--- src/rtl/core/rsl_pkg.sv ---
// Package for the radial spotlight luma block: widths, constants, register
// indexes and the square-root cell payload type. No dependencies.
`timescale 1ns / 1ps
`default_nettype none

package rsl_pkg;

  localparam int COORD_BITS_DEF = 12;
  localparam int LUMA_BITS_DEF  = 16;

  localparam int CENTER_W   = 14;
  localparam int DX_W       = 15;  // signed pixel minus center
  localparam int ABS_W      = 14;  // |dx|, |dy|
  localparam int SQ_W       = 2 * ABS_W;
  localparam int D2_W       = SQ_W + 1;
  localparam int RAD_W      = 32;  // radicand, d2 << RAD_SHIFT
  localparam int RAD_SHIFT  = 16;
  localparam int ROOT_W     = RAD_W / 2;
  localparam int REM_W      = ROOT_W + 2;
  localparam int SQRT_CELLS = ROOT_W;

  localparam logic [D2_W-1:0]   RADIUS_SQ   = D2_W'(25600);
  localparam logic [ROOT_W-1:0] FULL_SCALE  = ROOT_W'(51200);
  // l/5 == l*10240/51200, so the outer ring shares the scaling path
  localparam logic [ROOT_W-1:0] OUTER_GAIN  = ROOT_W'(10240);
  localparam int                SCALE_SHIFT = 11;  // 51200 = 25 << 11
  localparam int                DIV_RESID   = 25;

  localparam int CFG_ADDR_W = 3;
  localparam int CFG_DATA_W = 32;

  localparam logic REG_CENTER_COLUMN = 1'b0;
  localparam logic REG_CENTER_ROW    = 1'b1;

  typedef struct packed {
    logic [RAD_W-1:0]  rad;      // radicand bits not yet consumed, MSBs first
    logic [REM_W-1:0]  rem;
    logic [ROOT_W-1:0] root;
    logic              outside;  // beyond the radius, root is ignored
  } sq_t;

endpackage

`default_nettype wire

--- src/rtl/core/rsl_front.sv ---
// Front end: pixel-to-center offsets, squares and squared distance, three
// registered stages. Depends on rsl_pkg.
`timescale 1ns / 1ps
`default_nettype none

module rsl_front
  import rsl_pkg::*;
#(
  parameter int COORD_BITS = COORD_BITS_DEF,
  parameter int LUMA_BITS  = LUMA_BITS_DEF
) (
  input  wire logic                        clk,
  input  wire logic                        rst_n,
  input  wire logic                        i_valid,
  input  wire logic [COORD_BITS-1:0]       i_column,
  input  wire logic [COORD_BITS-1:0]       i_row,
  input  wire logic [LUMA_BITS-1:0]        i_luma,
  input  wire logic signed [CENTER_W-1:0]  center_column,
  input  wire logic signed [CENTER_W-1:0]  center_row,
  output logic                             adv,
  input  wire logic                        nxt_adv,
  output logic                             o_valid,
  output sq_t                              o_data,
  output logic [LUMA_BITS-1:0]             o_luma
);

  logic                   a_v_r, b_v_r, c_v_r;
  logic                   adv_a, adv_b, adv_c;
  logic [ABS_W-1:0]       ax_r, ay_r, ax_nxt, ay_nxt;
  logic [SQ_W-1:0]        sqx_r, sqy_r;
  logic [LUMA_BITS-1:0]   la_r, lb_r, lc_r;
  logic signed [DX_W-1:0] dx, dy;
  logic [D2_W-1:0]        d2_nxt;
  sq_t                    data_nxt, data_r;

  assign adv_c = !c_v_r || nxt_adv;
  assign adv_b = !b_v_r || adv_c;
  assign adv_a = !a_v_r || adv_b;
  assign adv   = adv_a;

  always_comb begin
    dx = $signed({{(DX_W-COORD_BITS){1'b0}}, i_column}) - DX_W'(center_column);
    dy = $signed({{(DX_W-COORD_BITS){1'b0}}, i_row}) - DX_W'(center_row);
    ax_nxt = dx[DX_W-1] ? ABS_W'(-dx) : ABS_W'(dx);
    ay_nxt = dy[DX_W-1] ? ABS_W'(-dy) : ABS_W'(dy);
  end

  always_comb begin
    d2_nxt           = D2_W'(sqx_r) + D2_W'(sqy_r);
    data_nxt.outside = d2_nxt > RADIUS_SQ;
    data_nxt.rad     = data_nxt.outside ? '0 : RAD_W'({d2_nxt, {RAD_SHIFT{1'b0}}});
    data_nxt.rem     = '0;
    data_nxt.root    = '0;
  end

  always_ff @(posedge clk) begin
    if (!rst_n) begin
      a_v_r <= 1'b0;
      b_v_r <= 1'b0;
      c_v_r <= 1'b0;
    end else begin
      if (adv_a) a_v_r <= i_valid;
      if (adv_b) b_v_r <= a_v_r;
      if (adv_c) c_v_r <= b_v_r;
    end
  end

  always_ff @(posedge clk) begin
    if (adv_a) begin
      ax_r <= ax_nxt;
      ay_r <= ay_nxt;
      la_r <= i_luma;
    end
    if (adv_b) begin
      sqx_r <= ax_r * ax_r;
      sqy_r <= ay_r * ay_r;
      lb_r  <= la_r;
    end
    if (adv_c) begin
      data_r <= data_nxt;
      lc_r   <= lb_r;
    end
  end

  assign o_valid = c_v_r;
  assign o_data  = data_r;
  assign o_luma  = lc_r;

endmodule

`default_nettype wire

--- src/rtl/core/rsl_sqrt_cell.sv ---
// One cell of the square-root chain: takes two radicand bits, yields one
// root bit, hands the partial result on. Depends on rsl_pkg.
`timescale 1ns / 1ps
`default_nettype none

module rsl_sqrt_cell
  import rsl_pkg::*;
#(
  parameter int LUMA_BITS = LUMA_BITS_DEF
) (
  input  wire logic                 clk,
  input  wire logic                 rst_n,
  input  wire logic                 i_valid,
  input  wire sq_t                  i_data,
  input  wire logic [LUMA_BITS-1:0] i_luma,
  output logic                      adv,
  input  wire logic                 nxt_adv,
  output logic                      o_valid,
  output sq_t                       o_data,
  output logic [LUMA_BITS-1:0]      o_luma
);

  logic                 v_r;
  sq_t                  data_r, data_nxt;
  logic [LUMA_BITS-1:0] luma_r;
  logic [REM_W+1:0]     rem_sh, trial, diff;
  logic                 ge;

  assign adv = !v_r || nxt_adv;

  always_comb begin
    rem_sh = {i_data.rem, i_data.rad[RAD_W-1 -: 2]};
    trial  = (REM_W+2)'({i_data.root, 2'b01});
    diff   = rem_sh - trial;
    ge     = rem_sh >= trial;
    data_nxt.rad     = i_data.rad << 2;
    data_nxt.rem     = ge ? diff[REM_W-1:0] : rem_sh[REM_W-1:0];
    data_nxt.root    = {i_data.root[ROOT_W-2:0], ge};
    data_nxt.outside = i_data.outside;
  end

  always_ff @(posedge clk) begin
    if (!rst_n) begin
      v_r <= 1'b0;
    end else if (adv) begin
      v_r <= i_valid;
    end
  end

  always_ff @(posedge clk) begin
    if (adv) begin
      data_r <= data_nxt;
      luma_r <= i_luma;
    end
  end

  assign o_valid = v_r;
  assign o_data  = data_r;
  assign o_luma  = luma_r;

endmodule

`default_nettype wire

--- src/rtl/core/rsl_scale.sv ---
// Back end: luma times gain, divide by 51200 (shift, then reciprocal multiply
// by 1/25 with one correction), output register. Depends on rsl_pkg.
`timescale 1ns / 1ps
`default_nettype none

module rsl_scale
  import rsl_pkg::*;
#(
  parameter int LUMA_BITS = LUMA_BITS_DEF
) (
  input  wire logic                 clk,
  input  wire logic                 rst_n,
  input  wire logic                 i_valid,
  input  wire sq_t                  i_data,
  input  wire logic [LUMA_BITS-1:0] i_luma,
  output logic                      adv,
  output logic                      out_valid,
  input  wire logic                 out_stall,
  output logic [LUMA_BITS-1:0]      out_luma
);

  localparam int PROD_W = LUMA_BITS + ROOT_W;
  localparam int Q_W    = PROD_W - SCALE_SHIFT;
  localparam int R_W    = Q_W - 4;
  localparam logic [R_W-1:0] RECIP = R_W'((64'd1 << Q_W) / 64'd25);

  logic                 m_v_r, e_v_r, o_v_r;
  logic                 adv_m, adv_e, adv_o;
  logic [ROOT_W-1:0]    gain;
  logic [PROD_W-1:0]    prod;
  logic [Q_W-1:0]       q_r, q2_r, est_q, est25, resid;
  logic [Q_W+R_W-1:0]   recip_prod;
  logic [R_W-1:0]       est_r;
  logic [LUMA_BITS-1:0] res_nxt, out_luma_r;

  assign adv_o = !o_v_r || !out_stall;
  assign adv_e = !e_v_r || adv_o;
  assign adv_m = !m_v_r || adv_e;
  assign adv   = adv_m;

  always_comb begin
    gain = i_data.outside ? OUTER_GAIN : FULL_SCALE - i_data.root;
    prod = PROD_W'(i_luma) * PROD_W'(gain);
  end

  assign recip_prod = (Q_W+R_W)'(q_r) * (Q_W+R_W)'(RECIP);

  // estimate is floor(q/25) or one short of it
  always_comb begin
    est_q   = Q_W'(est_r);
    est25   = (est_q << 4) + (est_q << 3) + est_q;
    resid   = q2_r - est25;
    res_nxt = LUMA_BITS'(est_r + R_W'(resid >= Q_W'(DIV_RESID)));
  end

  always_ff @(posedge clk) begin
    if (!rst_n) begin
      m_v_r <= 1'b0;
      e_v_r <= 1'b0;
      o_v_r <= 1'b0;
    end else begin
      if (adv_m) m_v_r <= i_valid;
      if (adv_e) e_v_r <= m_v_r;
      if (adv_o) o_v_r <= e_v_r;
    end
  end

  always_ff @(posedge clk) begin
    if (adv_m) q_r <= prod[PROD_W-1:SCALE_SHIFT];
    if (adv_e) begin
      est_r <= recip_prod[Q_W+R_W-1:Q_W];
      q2_r  <= q_r;
    end
    if (adv_o) out_luma_r <= res_nxt;
  end

  assign out_valid = o_v_r;
  assign out_luma  = out_luma_r;

endmodule

`default_nettype wire

--- src/rtl/core/radial_spotlight_luma_unit.sv ---
// Radial spotlight luma: dims each pixel's luminance with its distance from
// a programmable center.
// Input channel: in_valid/in_stall with pixel column, row and luma. A
// transaction completes on a clock edge with in_valid high and in_stall low.
// Output channel: out_valid/out_stall with out_luma_out, one result per input
// transaction, in order.
// Pipeline: 3 offset/square stages, 16 square-root cells, 2 scaling stages
// and an output register between input transaction and out_valid.
// Throughput: one pixel per cycle without out_stall; every stage is one
// register, so the square-root chain sets the rate, one cell per clock.
// Stall: when out_stall holds a result, stages behind it keep moving until
// they fill; in_stall rises only once every stage holds a pixel.
// Configuration over the APB port: center_column at 0x0, center_row at 0x4,
// 14-bit signed; write only while no pixel is in flight.
// Reset (rst_n low, synchronous) empties the pipeline and zeroes the center.
// Depends on rsl_pkg, rsl_front, rsl_sqrt_cell, rsl_scale.
`timescale 1ns / 1ps
`default_nettype none

module radial_spotlight_luma_unit
  import rsl_pkg::*;
#(
  parameter int COORD_BITS = COORD_BITS_DEF,
  parameter int LUMA_BITS  = LUMA_BITS_DEF
) (
  input  wire logic                  clk,
  input  wire logic                  rst_n,
  input  wire logic                  in_valid,
  output logic                       in_stall,
  input  wire logic [COORD_BITS-1:0] in_pixel_column,
  input  wire logic [COORD_BITS-1:0] in_pixel_row,
  input  wire logic [LUMA_BITS-1:0]  in_luma_in,
  output logic                       out_valid,
  input  wire logic                  out_stall,
  output logic [LUMA_BITS-1:0]       out_luma_out,
  input  wire logic                  cfg_psel,
  input  wire logic                  cfg_penable,
  input  wire logic                  cfg_pwrite,
  input  wire logic [CFG_ADDR_W-1:0] cfg_paddr,
  input  wire logic [CFG_DATA_W-1:0] cfg_pwdata,
  output logic [CFG_DATA_W-1:0]      cfg_prdata,
  output logic                       cfg_pready
);

  logic signed [CENTER_W-1:0] center_column_r, center_row_r;
  logic                       cfg_wr;
  logic                       front_adv;

  logic                 cell_v   [0:SQRT_CELLS];
  sq_t                  cell_d   [0:SQRT_CELLS];
  logic [LUMA_BITS-1:0] cell_l   [0:SQRT_CELLS];
  logic                 cell_adv [0:SQRT_CELLS];

  // configuration registers
  assign cfg_pready = 1'b1;
  assign cfg_wr     = cfg_psel && cfg_penable && cfg_pwrite && cfg_pready;

  always_ff @(posedge clk) begin
    if (!rst_n) begin
      center_column_r <= '0;
      center_row_r    <= '0;
    end else if (cfg_wr) begin
      unique case (cfg_paddr[2])
        REG_CENTER_COLUMN: center_column_r <= cfg_pwdata[CENTER_W-1:0];
        REG_CENTER_ROW:    center_row_r    <= cfg_pwdata[CENTER_W-1:0];
        default: ;
      endcase
    end
  end

  always_comb begin
    unique case (cfg_paddr[2])
      REG_CENTER_COLUMN: cfg_prdata = CFG_DATA_W'(center_column_r);
      REG_CENTER_ROW:    cfg_prdata = CFG_DATA_W'(center_row_r);
      default:           cfg_prdata = '0;
    endcase
  end

  assign in_stall = !front_adv;

  rsl_front #(
    .COORD_BITS (COORD_BITS),
    .LUMA_BITS  (LUMA_BITS)
  ) u_front (
    .clk           (clk),
    .rst_n         (rst_n),
    .i_valid       (in_valid),
    .i_column      (in_pixel_column),
    .i_row         (in_pixel_row),
    .i_luma        (in_luma_in),
    .center_column (center_column_r),
    .center_row    (center_row_r),
    .adv           (front_adv),
    .nxt_adv       (cell_adv[0]),
    .o_valid       (cell_v[0]),
    .o_data        (cell_d[0]),
    .o_luma        (cell_l[0])
  );

  for (genvar gi = 0; gi < SQRT_CELLS; gi++) begin : g_cell
    rsl_sqrt_cell #(
      .LUMA_BITS (LUMA_BITS)
    ) u_cell (
      .clk     (clk),
      .rst_n   (rst_n),
      .i_valid (cell_v[gi]),
      .i_data  (cell_d[gi]),
      .i_luma  (cell_l[gi]),
      .adv     (cell_adv[gi]),
      .nxt_adv (cell_adv[gi+1]),
      .o_valid (cell_v[gi+1]),
      .o_data  (cell_d[gi+1]),
      .o_luma  (cell_l[gi+1])
    );
  end

  rsl_scale #(
    .LUMA_BITS (LUMA_BITS)
  ) u_scale (
    .clk       (clk),
    .rst_n     (rst_n),
    .i_valid   (cell_v[SQRT_CELLS]),
    .i_data    (cell_d[SQRT_CELLS]),
    .i_luma    (cell_l[SQRT_CELLS]),
    .adv       (cell_adv[SQRT_CELLS]),
    .out_valid (out_valid),
    .out_stall (out_stall),
    .out_luma  (out_luma_out)
  );

endmodule

`default_nettype wire

--- config.mk ---
export PLATFORM = sky130hd
export DESIGN_NAME = radial_spotlight_luma_unit
export DESIGN_NICKNAME = d
export VERILOG_FILES = /design/src/rtl/core/rsl_pkg.sv /design/src/rtl/core/rsl_front.sv /design/src/rtl/core/rsl_sqrt_cell.sv /design/src/rtl/core/rsl_scale.sv /design/src/rtl/core/radial_spotlight_luma_unit.sv
export SDC_FILE = /design/constraint.sdc
export NUM_CORES = 2
export LEC_CHECK = 0
export ABC_AREA = 1
export BUFFER_PORTS_ARGS = -buffer_cell sky130_fd_sc_hd__buf_2
export CORE_AREA = 4 4 407 409
export DETAILED_ROUTE_END_ITERATION = 10
export DIE_AREA = 0 0 411 413
export PLACE_DENSITY = 0.81
export SLEW_MARGIN = 10
export SYNTH_ARGS = -nofsm -noshare
export SYNTH_HDL_FRONTEND = slang
export SYNTH_HIERARCHICAL = 1
export SYNTH_SLANG_ARGS = --single-unit
--- constraint.sdc ---
create_clock -name clk -period 48.1 [get_ports clk]
set_clock_uncertainty 0.2 [all_clocks]
set_input_delay 2.405 -clock clk [delete_from_list [all_inputs] [get_ports clk]]
set_output_delay 2.405 -clock clk [all_outputs]
set_load 0.01 [all_outputs]
==> Yosys cells after proc, flatten, opt, wreduce, memory -nomap -nowiden <==
Index checks and enable logic that the tools add are counted.
{ "word_totals": {"regBits": 1193, "latch_bits": 0, "ram_bits": 0, "romBits": 0, "input_bits": 82, "out_inout_bits": 51, "mem_count": 0} }
{ "op_classes": {"addsub": 25, "mul": 4, "n_div": 0, "n_lt_le_gt_ge": 18, "eq_ne": 0, "n_shift": 0, "mux": 19, "bitwise": 1, "reduce_logical": 50} }
{ "op_table": {"columns": ["operator", "n"], "rows": [
  ["$mux W18", 14],
  ["$pmux W32 S2", 1],
  ["$mul A14 B14 Y28", 2],
  ["$mul A21 B16 Y37 const B", 1],
  ["$mul A16 B16 Y32", 1],
  ["$sub A13 B14 Y15", 2],
  ["$add A28 B28 Y29", 1],
  ["$gt A29 B15 Y1 const B", 1],
  ["$mux W14", 2],
  ["$neg A14 Y14", 2],
  ["$logic_not A1 Y1", 24],
  ["$logic_or A1 B1 Y1", 22],
  ["$add A21 B17 Y21", 1],
  ["$add A21 B20 Y21", 1],
  ["$ge A21 B5 Y1 const B", 1],
  ["$sub A21 B21 Y21", 1],
  ["$ge A20 B10 Y1", 1],
  ["$ge A20 B11 Y1", 1],
  ["$ge A20 B12 Y1", 1],
  ["$ge A20 B13 Y1", 1],
  ["$ge A20 B14 Y1", 1],
  ["$ge A20 B15 Y1", 1],
  ["$ge A20 B16 Y1", 1],
  ["$ge A20 B17 Y1", 1],
  ["30 further kinds", 32]
]} }

==> Logic depth before layout (Yosys ltp) <==
{ "depth": {"word_depth": 24, "depth_mapped": 40, "mapped_depth_nobuf": 40} }

==> By module <==
Netlist, hierarchy kept.
{ "modules_own_cells": {"columns": ["module", "n_inst", "cells_per_inst", "area_per_inst_um2", "seq_area_each_um2"], "rows": [
  ["rsl_sqrt_cell (g_cell[13].u_cell ...)", 12, 362, 3887.5, 2452.4],
  ["rsl_scale", 1, 2439, 20703.6, 2312.2],
  ["rsl_front", 1, 2446, 20392.1, 4474.3],
  ["rsl_sqrt_cell (g_cell[0].u_cell ...)", 4, 362, 3877.5, 2452.4],
  ["radial_spotlight_luma_unit", 1, 237, 1580.3, 560.5]
]} }

==> Worst setup path before layout <==
OpenSTA, ideal clock, no wires.
{ "synth_timing": {"path_type": "input-to-output", "from": "input out_stall", "to": "output in_stall", "arrival_ns": 36.722, "path_slack_ns": 8.773, "cell_stages": 40, "cell_sequence": "nand2_1 > nor2_1 > nand2_1 > inv_1 > nand2_1 > inv_1 > nand2_1 > inv_1 > nand2_1 > inv_1 > nand2_1 > inv_1 > nand2_1 > inv_1 > nand2_1 > inv_1 > nand2_1 > inv_1 > (+4 left out) > nand2_1 > inv_1 > nand2_1 > inv_1 > nand2_1 > inv_1 > nand2_1 > inv_1 > nand2_1 > inv_1 > nand2_1 > inv_1 > nand2_1 > inv_1 > nand2_1 > nor2_1 > nand2_1 > inv_1"} }
{ "synth_rtl": {"columns": ["item", "line", "text"], "rows": [
  ["start: declaration", "radial_spotlight_luma_unit.sv:34", "input wire logic out_stall,"],
  ["end: declaration", "radial_spotlight_luma_unit.sv:29", "output logic in_stall,"]
]} }

==> Flow_metrics.wiki <==
{| class="wikitable"
! Metric !! Value
|-
| CTS HTree Levels || 4
|-
| Maximum number of pins on one net before global-route repair || 83
|-
| Hold buffers post-CTS || 0
|-
| Setup slack, reg-to-reg || 37.25 ns
|-
| Deepest clock path buffer count || 3
|-
| Detail Placement HPWL || around 170000 um
|-
| Maximum fanout count along the critical path || 75
|-
| Highest Clock Rate || 69.97 MHz
|-
| Clock network latency to the later pin of the worst-skew pair || 0.78 ns
|-
| Slowest cell on the critical path || buf_4
|-
| Hold-critical path endpoint || g_cell[1].u_cell/o_data[41]
|-
| Pins Over Slew Limit || 0
|-
| Clock root buffer || clkbuf_16
|-
| Wire length per cell || 16.83 um
|-
| Starting Density || approximately 59%
|-
| Vias after detailed routing || just under 70000
|-
| Resized Gates After CTS || 0
|-
| Post-route met1 wirelength || 85310 um
|-
| Final TNS setup || 0 ns
|-
| CTS clk-pin slew, worst paths || 0.07 ns
|-
| Total wirelength of the detailed-routed design || between 200000 and 250000 um
|-
| Count of warnings emitted by yosys || 6
|-
| Avg Synthesized Cell Area || a little over 9 um2
|-
| Met3 WL post-DR || roughly 12000 um
|-
| Netlist area before placement || roughly 0.096 mm2
|-
| Element type at the critical path end || primary output
|-
| Minimum clock period after layout || 14.29 ns
|-
| Die X-Extent || ~410 um
|-
| Met2 Wirelength || 108600 um
|-
| Cell count of the worst hold path || 0
|-
| Reg2reg end || u_front/lb_r[1]
|-
| Clock tree sinks || roughly 1300
|-
| Portion of the clock cycle consumed by the worst path in the final layout || approximately 30%
|-
| Setup violators final || 0
|-
| Worst flop-to-flop path startpoint || u_scale/out_valid
|-
| Critical path launch point type || primary input
|-
| Top-Level Pins || 133
|-
| Final Hold Viols || 0
|-
| CP required || ~46 ns
|-
| First-pass GRT wire length || between 300000 and 400000 um
|-
| Cell occurring most often along the worst timing path || inv_1
|-
| WP data arrival || between 10 and 15 ns
|-
| Die H || roughly 410 um
|-
| Number of nets in the layout || 12077
|-
| Initial antenna violation count || 4
|-
| Relative max-transition margin || around a quarter
|-
| Vias per cell || around 5.4
|-
| Min-Delay Startpoint || g_cell[0].u_cell/o_data[39]
|-
| Initial DRT Pass Iterations || 7
|-
| Final-layout worst hold slack || just under 0.2 ns
|-
| Via count of the first global-routing pass || 70796
|-
| Remaining DRCs || 0
|-
| Aggregate global-route resource usage || approximately 26%
|-
| Post-synthesis cell count || 10430
|-
| Total gr overflow || 0
|-
| Top routing layer in use || met5
|-
| Placed insts || 12607
|-
| Die Footprint || 0.1697 mm2
|-
| ANT nets after route || 0
|-
| Slowest cell delay on critical path || 0.79 ns
|-
| Setup repair after global routing missed its margin || no
|-
| Worst min path class || reg -> reg
|-
| Worst Max-Slew Pin Slew || 1.123 ns
|-
| Layout Cells excl Fill || about 13000
|-
| TritonCTS clock tree || built
|-
| Cts bufs inserted || 140
|-
| Cell row count || about 150
|-
| Layout-stage area growth over the synthesis result || 7.037%
|-
| Max-cap violations || 0
|-
| Number of buffers added on ports || about 110
|-
| Share of final-layout standard cells stronger than drive strength 1 || 6.088%
|-
| Placeable Area || around 0.16 mm2
|-
| Antenna diodes || 0
|-
| Post-CTS Setup Inserts || 0
|-
| Crit path kind || in -> out
|-
| Worst Reg-to-Reg Cells || 46
|-
| DRC violation total after the first TritonRoute iteration || 5237
|-
| Weighted congestion reported at the end of routability-driven placement || approximately 0.95
|-
| Run status || finished clean
|}
-- worst max-delay path: cells and delay by family --
family	cells	cell delay [ns]
buffers and inverters	26	5.26
AND/OR/NAND/NOR	22	3.93
-- cells in the final DEF, fill, tap and decap left out, drive strengths merged, types with 22 or more instances in the layout --
cell type	instances
a21boi	22
conb	52
o21ai	179
clkbuf	180
a21oi	385
nor2	741
dfxtp	50
ha	827
nand3	470
buf	132
nand4	75
xnor2	60
inv	2029
edfxtp	1260
clkinv	53
o21bai	39
xor2	242
fa	594
nor3	63
nand2	3005
nand3b	102
-- flip-flops by register name, summed over array words and instances, names as in the netlist, 17 cells and up --
signal and flops:
g_cell.u_cell/o_data 782, g_cell.u_cell/o_luma 256, u_front/o_data 17, u_front/sqx_r 27, u_front/sqy_r 27, u_scale/est_r 17
u_scale/q2_r 21, u_scale/q_r 21
-- metrics by stage --
stage | util [%] | area, um2 | setup slack (ns)
2_1_floorplan | - | 96150 | 14.52
3_3_place_gp | 60.66 | 98280 | 34.01
3_5_place_dp | 60.66 | 98280 | 33.73
4_1_cts | 63.39 | 102700 | 33.55
5_1_grt | 63.39 | 102700 | 32.80
6_report | 63.39 | 102700 | 33.81
-- metal layers --
layer,global-route usage [%],up-vias
met5,0.4023,-
met4,11.30,8
met3,3.587,648
met2,46.17,2363
met1,31.02,32631
li1,-,33298
-- how the worst max path moves through the flow --
stage	from	slack [ns]	end	depth (start not counted)
after floorplan	out_stall	14.52	in_stall	40
after global placement	out_stall	34.01	in_stall	48
after detailed placement	out_stall	33.73	in_stall	48
after CTS	out_stall	33.55	in_stall	48
after global routing	out_stall	32.80	in_stall	48
final	out_stall	33.81	in_stall	48
-- cell type report --
cell class	instances	area, um2
clock buffers	180	3819
clock inverters	65	611.8
fillers	12758	59320
inverters	2028	7650
multi-input cells	6962	48360
flip-flops and latches	1310	38840
well taps	2175	2721
repair buffers	132	713.2
Power is not shown: default switching activity piles up to over one toggle a cycle in this logic, so the estimate is an artifact.
